$ cat config.mk
export PLATFORM = sky130hd
export DESIGN_NAME = file_header_signature_classifier_flat
export DESIGN_NICKNAME = d
export VERILOG_FILES = /design/src/fhsc_pkg.sv /design/src/fhsc_in_if.sv /design/src/fhsc_out_if.sv /design/src/fhsc_tracker.sv /design/src/fhsc_classify.sv /design/src/file_header_signature_classifier.sv /design/src/flat_wrapper.sv
export SDC_FILE = /design/constraint.sdc
export NUM_CORES = 1
export LEC_CHECK = 0
export ABC_AREA = 1
export BUFFER_PORTS_ARGS = -buffer_cell sky130_fd_sc_hd__buf_2
export CAP_MARGIN = 20
export CORE_MARGIN = 1.5
export CORE_UTILIZATION = 33
export CTS_CLUSTER_DIAMETER = 40
export DETAILED_ROUTE_END_ITERATION = 10
export PLACE_DENSITY = 0.54
export SLEW_MARGIN = 10
export SYNTH_ARGS = -nofsm -noshare
export SYNTH_HDL_FRONTEND = slang
export SYNTH_SLANG_ARGS = --single-unit
$ cat constraint.sdc
create_clock -name i_clk -period 4.35 [get_ports i_clk]
set_input_delay 0.87 -clock i_clk [delete_from_list [all_inputs] [get_ports i_clk]]
set_output_delay 0.87 -clock i_clk [all_outputs]
set_load 0.02 [all_outputs]
$ cat src/fhsc_pkg.sv
// File header signature classifier: shared constants, signature tables, types.
// Used by every module of the block; depends on nothing.
package fhsc_pkg;

    // Number of leading bytes that take part in classification
    localparam int unsigned HEADER_BYTES = 32;
    // Byte counter holds 0..HEADER_BYTES
    localparam int unsigned CNT_W        = $clog2(HEADER_BYTES + 1);

    localparam int unsigned NUM_SIGS     = 15;
    localparam int unsigned SIG_MAX_LEN  = 9;
    localparam int unsigned POS_W        = $clog2(SIG_MAX_LEN);
    localparam int unsigned LEN_W        = $clog2(SIG_MAX_LEN + 1);

    // Result type codes
    localparam logic [3:0] TYPE_NONE   = 4'd0;
    localparam logic [3:0] TYPE_JPEG   = 4'd1;
    localparam logic [3:0] TYPE_PNG    = 4'd2;
    localparam logic [3:0] TYPE_GIF    = 4'd3;
    localparam logic [3:0] TYPE_ZIP    = 4'd4;
    localparam logic [3:0] TYPE_PDF    = 4'd5;
    localparam logic [3:0] TYPE_HTML   = 4'd6;
    localparam logic [3:0] TYPE_GZIP   = 4'd7;
    localparam logic [3:0] TYPE_BZIP2  = 4'd8;
    localparam logic [3:0] TYPE_ELF    = 4'd9;
    localparam logic [3:0] TYPE_DOSEXE = 4'd10;
    localparam logic [3:0] TYPE_TEXT   = 4'd11;
    localparam logic [3:0] TYPE_BINARY = 4'd12;

    // Signature table, in priority order
    localparam logic [LEN_W-1:0] SIG_LEN [NUM_SIGS] = '{
        LEN_W'(3), LEN_W'(8), LEN_W'(6), LEN_W'(6), LEN_W'(4),
        LEN_W'(4), LEN_W'(4), LEN_W'(4), LEN_W'(9), LEN_W'(5),
        LEN_W'(5), LEN_W'(2), LEN_W'(3), LEN_W'(4), LEN_W'(2)
    };

    localparam logic [3:0] SIG_CODE [NUM_SIGS] = '{
        TYPE_JPEG, TYPE_PNG, TYPE_GIF, TYPE_GIF, TYPE_ZIP,
        TYPE_ZIP, TYPE_ZIP, TYPE_PDF, TYPE_HTML, TYPE_HTML,
        TYPE_HTML, TYPE_GZIP, TYPE_BZIP2, TYPE_ELF, TYPE_DOSEXE
    };

    // Unused tail positions are zero and never compared
    localparam logic [7:0] SIG_PAT [NUM_SIGS][SIG_MAX_LEN] = '{
        '{8'hFF, 8'hD8, 8'hFF, 8'h00, 8'h00, 8'h00, 8'h00, 8'h00, 8'h00},
        '{8'h89, 8'h50, 8'h4E, 8'h47, 8'h0D, 8'h0A, 8'h1A, 8'h0A, 8'h00},
        '{8'h47, 8'h49, 8'h46, 8'h38, 8'h37, 8'h61, 8'h00, 8'h00, 8'h00},
        '{8'h47, 8'h49, 8'h46, 8'h38, 8'h39, 8'h61, 8'h00, 8'h00, 8'h00},
        '{8'h50, 8'h4B, 8'h03, 8'h04, 8'h00, 8'h00, 8'h00, 8'h00, 8'h00},
        '{8'h50, 8'h4B, 8'h05, 8'h06, 8'h00, 8'h00, 8'h00, 8'h00, 8'h00},
        '{8'h50, 8'h4B, 8'h07, 8'h08, 8'h00, 8'h00, 8'h00, 8'h00, 8'h00},
        '{8'h25, 8'h50, 8'h44, 8'h46, 8'h00, 8'h00, 8'h00, 8'h00, 8'h00},
        '{8'h3C, 8'h21, 8'h44, 8'h4F, 8'h43, 8'h54, 8'h59, 8'h50, 8'h45},
        '{8'h3C, 8'h68, 8'h74, 8'h6D, 8'h6C, 8'h00, 8'h00, 8'h00, 8'h00},
        '{8'h3C, 8'h48, 8'h54, 8'h4D, 8'h4C, 8'h00, 8'h00, 8'h00, 8'h00},
        '{8'h1F, 8'h8B, 8'h00, 8'h00, 8'h00, 8'h00, 8'h00, 8'h00, 8'h00},
        '{8'h42, 8'h5A, 8'h68, 8'h00, 8'h00, 8'h00, 8'h00, 8'h00, 8'h00},
        '{8'h7F, 8'h45, 8'h4C, 8'h46, 8'h00, 8'h00, 8'h00, 8'h00, 8'h00},
        '{8'h4D, 8'h5A, 8'h00, 8'h00, 8'h00, 8'h00, 8'h00, 8'h00, 8'h00}
    };

    // Running state of one file, after the current byte
    typedef struct packed {
        logic [CNT_W-1:0]    bytes_seen;
        logic [NUM_SIGS-1:0] signature_alive;
        logic                all_printable;
    } t_track_state;

    // Tab, LF, FF, CR, or 32..127
    function automatic logic byte_is_printable(input logic [7:0] b);
        logic in_range;
        in_range = (b >= 8'd32) && (b <= 8'd127);
        return in_range || (b == 8'd9) || (b == 8'd10) || (b == 8'd12) || (b == 8'd13);
    endfunction

endpackage

$ cat src/fhsc_in_if.sv
// Input channel of the file header signature classifier: one header byte per item.
// Depends on nothing.
interface fhsc_in_if;
    logic       valid;
    logic       ready;
    logic [7:0] data_byte;
    logic       last_byte;

    modport source (output valid, output data_byte, output last_byte, input ready);
    modport sink   (input valid, input data_byte, input last_byte, output ready);
endinterface

$ cat src/fhsc_out_if.sv
// Output channel of the file header signature classifier: one type code per item.
// Depends on nothing.
interface fhsc_out_if;
    logic       valid;
    logic       ready;
    logic [3:0] type_code;

    modport source (output valid, output type_code, input ready);
    modport sink   (input valid, input type_code, output ready);
endinterface

$ cat src/fhsc_tracker.sv
// Per-file running state: byte count, signature match flags, printable flag.
// Depends on fhsc_pkg.
module fhsc_tracker (
    input  logic                  i_clk,
    input  logic                  i_rst_n,
    input  logic                  i_step,
    input  logic [7:0]            i_data_byte,
    input  logic                  i_last_byte,
    output fhsc_pkg::t_track_state o_next
);
    import fhsc_pkg::*;

    t_track_state r_state;
    t_track_state n_state;
    logic         counting;
    logic [POS_W-1:0] pos;

    // Fold the current byte into the running state
    always_comb begin
        counting = r_state.bytes_seen < CNT_W'(HEADER_BYTES);
        pos      = (r_state.bytes_seen < CNT_W'(SIG_MAX_LEN))
                   ? r_state.bytes_seen[POS_W-1:0] : '0;
        n_state  = r_state;
        if (counting) begin
            for (int i = 0; i < NUM_SIGS; i++) begin
                if ((r_state.bytes_seen < CNT_W'(SIG_LEN[i])) &&
                    (SIG_PAT[i][pos] != i_data_byte)) begin
                    n_state.signature_alive[i] = 1'b0;
                end
            end
            if (!byte_is_printable(i_data_byte)) begin
                n_state.all_printable = 1'b0;
            end
            n_state.bytes_seen = r_state.bytes_seen + CNT_W'(1);
        end
    end

    assign o_next = n_state;

    // State register; back to reset values after the last byte of a file
    always_ff @(posedge i_clk) begin
        if (!i_rst_n) begin
            r_state.bytes_seen      <= '0;
            r_state.signature_alive <= '1;
            r_state.all_printable   <= 1'b1;
        end else if (i_step) begin
            if (i_last_byte) begin
                r_state.bytes_seen      <= '0;
                r_state.signature_alive <= '1;
                r_state.all_printable   <= 1'b1;
            end else begin
                r_state <= n_state;
            end
        end
    end

endmodule

$ cat src/fhsc_classify.sv
// Picks the type code from the state after the last byte of a file.
// Depends on fhsc_pkg.
module fhsc_classify (
    input  fhsc_pkg::t_track_state i_state,
    output logic [3:0]             o_type_code
);
    import fhsc_pkg::*;

    logic found;

    // First live signature that fits in the counted bytes wins
    always_comb begin
        found       = 1'b0;
        o_type_code = i_state.all_printable ? TYPE_TEXT : TYPE_BINARY;
        for (int i = 0; i < NUM_SIGS; i++) begin
            if (!found && i_state.signature_alive[i] &&
                (i_state.bytes_seen >= CNT_W'(SIG_LEN[i]))) begin
                found       = 1'b1;
                o_type_code = SIG_CODE[i];
            end
        end
        if (i_state.bytes_seen < CNT_W'(2)) begin
            o_type_code = TYPE_NONE;
        end
    end

endmodule

$ cat src/file_header_signature_classifier.sv
// File header signature classifier, top level: input register, tracker,
// classifier and result register. Depends on fhsc_pkg, fhsc_in_if, fhsc_out_if.
//
// Usage:
//   i_in carries the leading bytes of a file, one per item, from offset zero;
//   last_byte marks the final byte of the file. Only the first HEADER_BYTES
//   bytes count, later ones are dropped but a last marker on them still counts.
//   o_out carries one type code per file, produced by the item with last_byte.
//   Throughput: one byte per cycle, sustained, with a free output side.
//   Result path: the last byte sits in the input register while the match and
//   classify logic feeds the result register, which then presents the type
//   code.
//   A stalled result holds in the result register; bytes that do not end a
//   file keep flowing past it, and the next last byte waits in the input
//   register, lowering i_in.ready, until the result is taken.
//   Reset (synchronous, active low) empties both registers, clears the byte
//   count and match flags, and holds i_in.ready low while asserted.
module file_header_signature_classifier (
    input  logic          i_clk,
    input  logic          i_rst_n,
    fhsc_in_if.sink       i_in,
    fhsc_out_if.source    o_out
);
    import fhsc_pkg::*;

    logic         r_in_valid;
    logic [7:0]   r_in_byte;
    logic         r_in_last;
    logic         r_out_valid;
    logic [3:0]   r_out_code;
    logic         out_free;
    logic         advance;
    t_track_state next_state;
    logic [3:0]   type_code;

    // Handshake: a byte moves on unless it ends a file and the result is held
    assign out_free   = !r_out_valid || o_out.ready;
    assign advance    = r_in_valid && (!r_in_last || out_free);
    assign i_in.ready = i_rst_n && (!r_in_valid || advance);

    // Input register
    always_ff @(posedge i_clk) begin
        if (!i_rst_n) begin
            r_in_valid <= 1'b0;
        end else if (i_in.ready) begin
            r_in_valid <= i_in.valid;
        end
    end

    always_ff @(posedge i_clk) begin
        if (i_in.ready && i_in.valid) begin
            r_in_byte <= i_in.data_byte;
            r_in_last <= i_in.last_byte;
        end
    end

    fhsc_tracker u_tracker (
        .i_clk       (i_clk),
        .i_rst_n     (i_rst_n),
        .i_step      (advance),
        .i_data_byte (r_in_byte),
        .i_last_byte (r_in_last),
        .o_next      (next_state)
    );

    fhsc_classify u_classify (
        .i_state     (next_state),
        .o_type_code (type_code)
    );

    // Result register
    always_ff @(posedge i_clk) begin
        if (!i_rst_n) begin
            r_out_valid <= 1'b0;
        end else if (out_free) begin
            r_out_valid <= advance && r_in_last;
        end
    end

    always_ff @(posedge i_clk) begin
        if (advance && r_in_last) begin
            r_out_code <= type_code;
        end
    end

    assign o_out.valid     = r_out_valid;
    assign o_out.type_code = r_out_code;

endmodule

$ cat src/flat_wrapper.sv
// flat-port wrapper written by rule: the top's interface ports become plain ports
module file_header_signature_classifier_flat import fhsc_pkg::*;
  (i_clk, i_rst_n, i_in_valid, i_in_data_byte, i_in_last_byte, i_in_ready, o_out_valid, o_out_type_code, o_out_ready);
  fhsc_in_if i_in_i ();
  fhsc_out_if o_out_i ();
  input  logic i_clk;
  input  logic i_rst_n;
  input wire logic [$bits(i_in_i.valid)-1:0] i_in_valid;
  input wire logic [$bits(i_in_i.data_byte)-1:0] i_in_data_byte;
  input wire logic [$bits(i_in_i.last_byte)-1:0] i_in_last_byte;
  output wire logic [$bits(i_in_i.ready)-1:0] i_in_ready;
  output wire logic [$bits(o_out_i.valid)-1:0] o_out_valid;
  output wire logic [$bits(o_out_i.type_code)-1:0] o_out_type_code;
  input wire logic [$bits(o_out_i.ready)-1:0] o_out_ready;
  assign i_in_i.valid = i_in_valid;
  assign i_in_i.data_byte = i_in_data_byte;
  assign i_in_i.last_byte = i_in_last_byte;
  assign i_in_ready = i_in_i.ready;
  assign o_out_valid = o_out_i.valid;
  assign o_out_type_code = o_out_i.type_code;
  assign o_out_i.ready = o_out_ready;
  file_header_signature_classifier u_core (.i_clk(i_clk), .i_rst_n(i_rst_n), .i_in(i_in_i), .o_out(o_out_i));
endmodule
==> impl_metrics.yaml, run 1 <==
synth:
  synth_edf_count: 13
  syn_inst: 534
  synth_area_sq_um: 3440
  synth_nets: 559
  synth_ff_type: "dfxtp_1"
  ys_ff_latch: 37
  avgSynthCellArea_sq_um: 6.44
  synth_cell_types: 38
  ys_warn_count: 0
  postSynth.asyncResetShare: 0
  yosysSeqAreaShare: 0.253
timing:
  hold_slack_ns: 0.467
  clock.fmax_mhz: 267
  final.setup.worst_slack_ns: 0.605
  skew_ns: 0.0143
  slew_headroom: 0.498
  post-route-period-util: 0.861
  hold_viol_final: 0
  finalSetupViolations: 0
  setup-tns-final_ns: 0
  tightest_slew_ns: 0.750
  fin_crit_ns: 3.75
  slew_violations: 0
  rsz0062_at_grt: "false"
route:
  drtIter0Drc: 270
  routed_wl_mm: 9.70
  wire_per_inst_um: 14.3
  vias: 3522
  first_pass_iters: 5
  drcViolationCount: 0
  antenna_left: 0
  via_per_inst: 5.19
pwr:
  combPwrFrac: 0.156
  p_int_w: 0.000582
  clkPwrFrac: 0.362
  power_density_nw_per_um2: 218
  p_switching_w: 0.000231
  total_leakage_power_nw: 1.81
  switching_share: 0.284
  ir_drop_mv: 0.118
  p_seq_frac: 0.483
cts:
  root_buffer: "clkbuf_8"
  cts_buffer_depth: 2
  cts-hold-fix-buffers: 0
  cts_buffers: 5
  cts_tree: "done"
  clock_sinks: 37
  clkTransAtPathRegs_ns: 0.07
  post-cts-setup-buffers: 0
  cts_resized: 0
  clock_latency_ns: 0.29
  htreeDepth: 2
global_route:
  grt-ovfl-total: 0
  grt_max_degree: 33
  grt_usage: 0.181
  antenna_found_initial: 0
  grt_pass1_vias: 3221
  grt_pass1_wl_mm: 16.1
setup_path:
  cp_max_fo: 14
  cp.buffers_inverters: 5
  startpoint_type: "flip-flop"
  slowest_stage: "dfxtp_1"
  crit_cells: 27
  cp-end-kind: "flip-flop"
  crit_path_frequent_cell: "nand2_1"
  path_delay_family: "simple AND/OR/NAND/NOR gates"
  crit_path_max_incr_delay_ns: 0.30
  critPathKind: "flip-flop to flip-flop"
  rr_worst_depth: 27
  arrival_ns: 3.79
  crit_required_ns: 4.40
flow_run:
  cap_violations: 0
finish:
  area_delta_synth_final_pct: 8.52
  num_antenna_cells: 0
  final_cell_mix: "nand2_1 (148), nand3_1 (63), inv_1 (54), nor2_1 (43), a21oi_1 (39)"
  layout_commonest_cell: "nand2_1"
  drive_above_1_share: 0.123
  fin_util: 0.365
  nets: 567
  nFillCells: 1084
  design_area_sq_um: 3730
floorplanning:
  die_x_um: 105
  start_util: 0.336
  core_sq_um: 10200
  dieArea_sq_um: 11000
  rows: 37
  io_pins: 19
  die_h_um: 105
placed_design:
  portBuffers: 18
  dp_hpwl_mm: 7.44
  place_congestion: 0.915
  dp_slack_ns: 0.621
  dpl_cell_area_sq_um: 3620
min_path:
  hold_path.class: "flip-flop to flip-flop"
  whs_path_depth: 2
status:
  status: "finished, final reports clean"
==> final timing paths <==
path,startpoint,slack (ns),endpoint
min,u_core.u_tracker.r_state[13],0.47,u_core.u_tracker.r_state[13]
min reg2reg,u_core.u_tracker.r_state[13],0.47,u_core.u_tracker.r_state[13]
max,u_core.u_tracker.r_state[17],0.60,u_core.o_out.type_code[2]
max reg2reg,u_core.u_tracker.r_state[17],0.60,u_core.o_out.type_code[2]
==> power by group through the flow <==
| stage | logic [W] | registers [W] | clock network, W |
|---|---|---|---|
| floorplan | 0.0000961 | 0.000391 | 0 |
| global placement | 0.000124 | 0.000399 | 0 |
| detailed placement | 0.000125 | 0.000400 | 0 |
| CTS | 0.000125 | 0.000392 | 0.000297 |
| global route | 0.000142 | 0.000394 | 0.000310 |
| finish | 0.000127 | 0.000392 | 0.000294 |
==> cells by family after synthesis <==
family,synth area share
xor+xnor,0.0484
compound gates,0.116
fa+ha+maj,0.0437
flops,0.253
simple gates,0.442
buf+inv,0.0961
==> worst reg2reg max path: stages (launching register included) <==
cell,delay (ns)
dfxtp_1,0.30
buf_4,0.19
inv_1,0.07
ha_1,0.13
inv_1,0.06
nor2_2,0.14
nand2_1,0.11
nand2_4,0.12
nand2_2,0.13
inv_2,0.17
ha_1,0.24
inv_1,0.11
nand2_1,0.17
nand3_1,0.15
a21oi_1,0.16
nand3_1,0.12
nor2_1,0.14
nand2_1,0.08
nand2_1,0.09
nand3_2,0.12
nand3_4,0.14
nor2_8,0.05
o31ai_1,0.11
nand2_1,0.09
a21oi_1,0.13
nand2_1,0.07
nand3_1,0.07
nor2_1,0.04
==> cell usage after synthesis (2+ instances only) <==
cell type / count / area (sq um)
nor3_1: 2 / 10.0
ha_1: 12 / 150
inv_2: 9 / 33.8
o31ai_1: 3 / 22.5
o21ai_0: 17 / 85.1
dfxtp_1: 24 / 480
nor2_8: 2 / 40.0
nor2_1: 43 / 161
edfxtp_1: 13 / 390
clkbuf_1: 12 / 45.0
nor2_2: 3 / 18.8
nand3_4: 2 / 35.0
nand2_4: 4 / 45.0
nand2_2: 6 / 37.5
nand3_1: 63 / 315
a21oi_1: 39 / 195
inv_1: 54 / 203
nand4_1: 16 / 100
nand3_2: 7 / 70.1
nor4_1: 5 / 31.3
buf_2: 3 / 15.0
xor2_1: 19 / 166
o21ai_1: 6 / 30.0
nor2_4: 4 / 45.0
o211ai_1: 3 / 22.5
nand2_1: 148 / 556
buf_4: 3 / 22.5
nand3b_1: 2 / 15.0
==> layout make-up <==
class                      count  area (sq um)  area share
clock buffer                   8           111      0.0298
inverter                      63           236      0.0634
multi-input combinational    415          2240       0.600
sequential                    37           871       0.233
tap                          136           170      0.0456
timing repair buffer          20           105      0.0282
==> layer usage <==
layer / part of all wire / up-vias / track usage / wire (um)
met1: 0.47 / 1632 / 0.253 / 4590
met2: 0.46 / 107 / 0.293 / 4430
met3: 0.052 / 12 / 0.0231 / 508
met4: 0.018 / 0 / 0.0499 / 174
li1: - / 1771 / - / -
met5: 0 / - / 0 / 0
==> per-stage QoR <==
stage	std cells	power, W
floorplan	534	0.000487
global placement	671	0.000524
detailed placement	671	0.000525
CTS	679	0.000814
global route	679	0.000846
finish	679	0.000813
==> sequential cells by signal, summed over array words and instances (netlist names) <==
name	flops
u_core.r_in_last	1
u_core.o_out.valid	1
u_core.u_tracker.r_state	22
u_core.o_out.type_code	4
u_core.r_in_valid	1
u_core.r_in_byte	8
Power figures use the tool's default switching activity.
==> inputs of run 2 (changes only) <==
- MAX_ROUTING_LAYER: not set -> met4
==> impl_metrics.yaml, run 2 (synthesized netlist as in run 1, its figures left out) <==
cts:
  cts_buffer_depth: 2
  cts_resized: 0
  cts_tree: "done"
  cts-hold-fix-buffers: 0
  clock_latency_ns: 0.29
  root_buffer: "clkbuf_8"
  htreeDepth: 2
  cts_buffers: 5
  clkTransAtPathRegs_ns: 0.08
  post-cts-setup-buffers: 0
  clock_sinks: 37
timing:
  tightest_slew_ns: 0.744
  clock.fmax_mhz: 268
  fin_crit_ns: 3.73
  setup-tns-final_ns: 0
  rsz0062_at_grt: "false"
  finalSetupViolations: 0
  slew_violations: 0
  skew_ns: 0.00948
  post-route-period-util: 0.857
  hold_viol_final: 0
  slew_headroom: 0.502
setup_path:
  path_delay_family: "simple AND/OR/NAND/NOR gates"
  crit_cells: 27
  r2r_start: "u_core.u_tracker.r_state[17]"
  r2r-end: "u_core.o_out.type_code[2]"
  cp.buffers_inverters: 5
  rr_worst_depth: 27
  cp_max_fo: 14
  crit_required_ns: 4.41
  crit_path_max_incr_delay_ns: 0.30
  arrival_ns: 3.79
  critPathKind: "flip-flop to flip-flop"
  cp-end-kind: "flip-flop"
  crit_path_frequent_cell: "nand2_1"
  startpoint_type: "flip-flop"
  slowest_stage: "dfxtp_1"
  r2r_slack_ns: 0.62
global_route:
  grt_usage: 0.189
  antenna_found_initial: 0
  grt-ovfl-total: 0
  grt_pass1_vias: 3185
  grt_pass1_wl_mm: 16.1
  grt_max_degree: 33
finish:
  largest_register: "u_core.u_tracker.r_state"
  num_antenna_cells: 0
  final_cell_mix: "nand2_1 (148), nand3_1 (63), inv_1 (54), nor2_1 (43), a21oi_1 (39)"
  nFillCells: 1120
  drive_above_1_share: 0.123
  area_delta_synth_final_pct: 8.52
  design_area_sq_um: 3730
  nets: 567
  largest_reg_flops: 22
  layout_commonest_cell: "nand2_1"
status:
  status: "finished, final reports clean"
pwr:
  clkPwrFrac: 0.358
  switching_share: 0.281
  total_leakage_power_nw: 1.81
  ir_drop_mv: 0.104
  power_density_nw_per_um2: 217
  combPwrFrac: 0.156
  p_switching_w: 0.000227
  p_int_w: 0.000582
  p_seq_frac: 0.486
min_path:
  min-delay-start: "u_core.u_tracker.r_state[5]"
  whs_path_depth: 2
  holdPathEnd: "u_core.u_tracker.r_state[5]"
  hold_path.class: "flip-flop to flip-flop"
floorplanning:
  die_h_um: 105
  rows: 37
  die_x_um: 105
  io_pins: 19
  core_sq_um: 10200
  start_util: 0.336
  dieArea_sq_um: 11000
route:
  antenna_left: 0
  drtIter0Drc: 230
  via_per_inst: 5.13
  vias: 3482
  routed_wl_mm: 9.82
  wire_per_inst_um: 14.5
  first_pass_iters: 4
  drcViolationCount: 0
placed_design:
  dp_hpwl_mm: 7.46
  place_congestion: 0.919
  portBuffers: 18
  dpl_cell_area_sq_um: 3620
flow_run:
  cap_violations: 0
[run 2: routing by layer]
metal,track usage,part of all wire
met5,-,0
met4,0.0538,0.019
met3,0.0237,0.053
met2,0.297,0.46
met1,0.254,0.47
[run 2: through the flow]
stage               utilization  setup slack, ns  total power (W)  hold WS [ns]  instances
floorplan                     -             1.04         0.000487         0.431        534
global placement          0.354            0.626         0.000525         0.446        671
detailed placement        0.354            0.674         0.000524         0.451        671
CTS                       0.365            0.664         0.000817         0.472        679
global route              0.365            0.284         0.000857         0.490        679
finish                    0.365            0.621         0.000809         0.471        679
[run 2: how the worst max path moves through the flow]
stage	startpoint	end	slack, ns
global route	u_core.u_tracker.r_state[16]	u_core.o_out.type_code[2]	0.28
detailed placement	u_core.u_tracker.r_state[17]	u_core.o_out.type_code[2]	0.67
CTS	u_core.u_tracker.r_state[17]	u_core.o_out.type_code[2]	0.66
global placement	u_core.u_tracker.r_state[17]	u_core.o_out.type_code[2]	0.63
floorplan	u_core.u_tracker.r_state[17]	u_core.o_out.type_code[1]	1.04
finish	u_core.u_tracker.r_state[17]	u_core.o_out.type_code[2]	0.62
[run 2: final cells by class]
class / count / area, sq um / share of cell area
flip-flops and latches: 37 / 871 / 0.233
clock buffers: 8 / 111 / 0.0298
well taps: 136 / 170 / 0.0456
repair buffers: 20 / 105 / 0.0282
inverters: 63 / 236 / 0.0634
multi-input cells: 415 / 2240 / 0.600
[run 2: power by group through the flow]
stage	Sequential [W]	Clock [W]	Combinational, W
2_1_floorplan	0.000391	0	0.0000961
3_3_place_gp	0.000400	0	0.000125
3_5_place_dp	0.000400	0	0.000124
4_1_cts	0.000392	0.000301	0.000125
5_1_grt	0.000395	0.000321	0.000142
6_report	0.000393	0.000290	0.000126
[run 2: worst min-delay path, delay by kind of cell (launching register included)]
family          cells  cell delay (ns)
flops               1             0.33
compound gates      1             0.06
simple gates        1             0.06
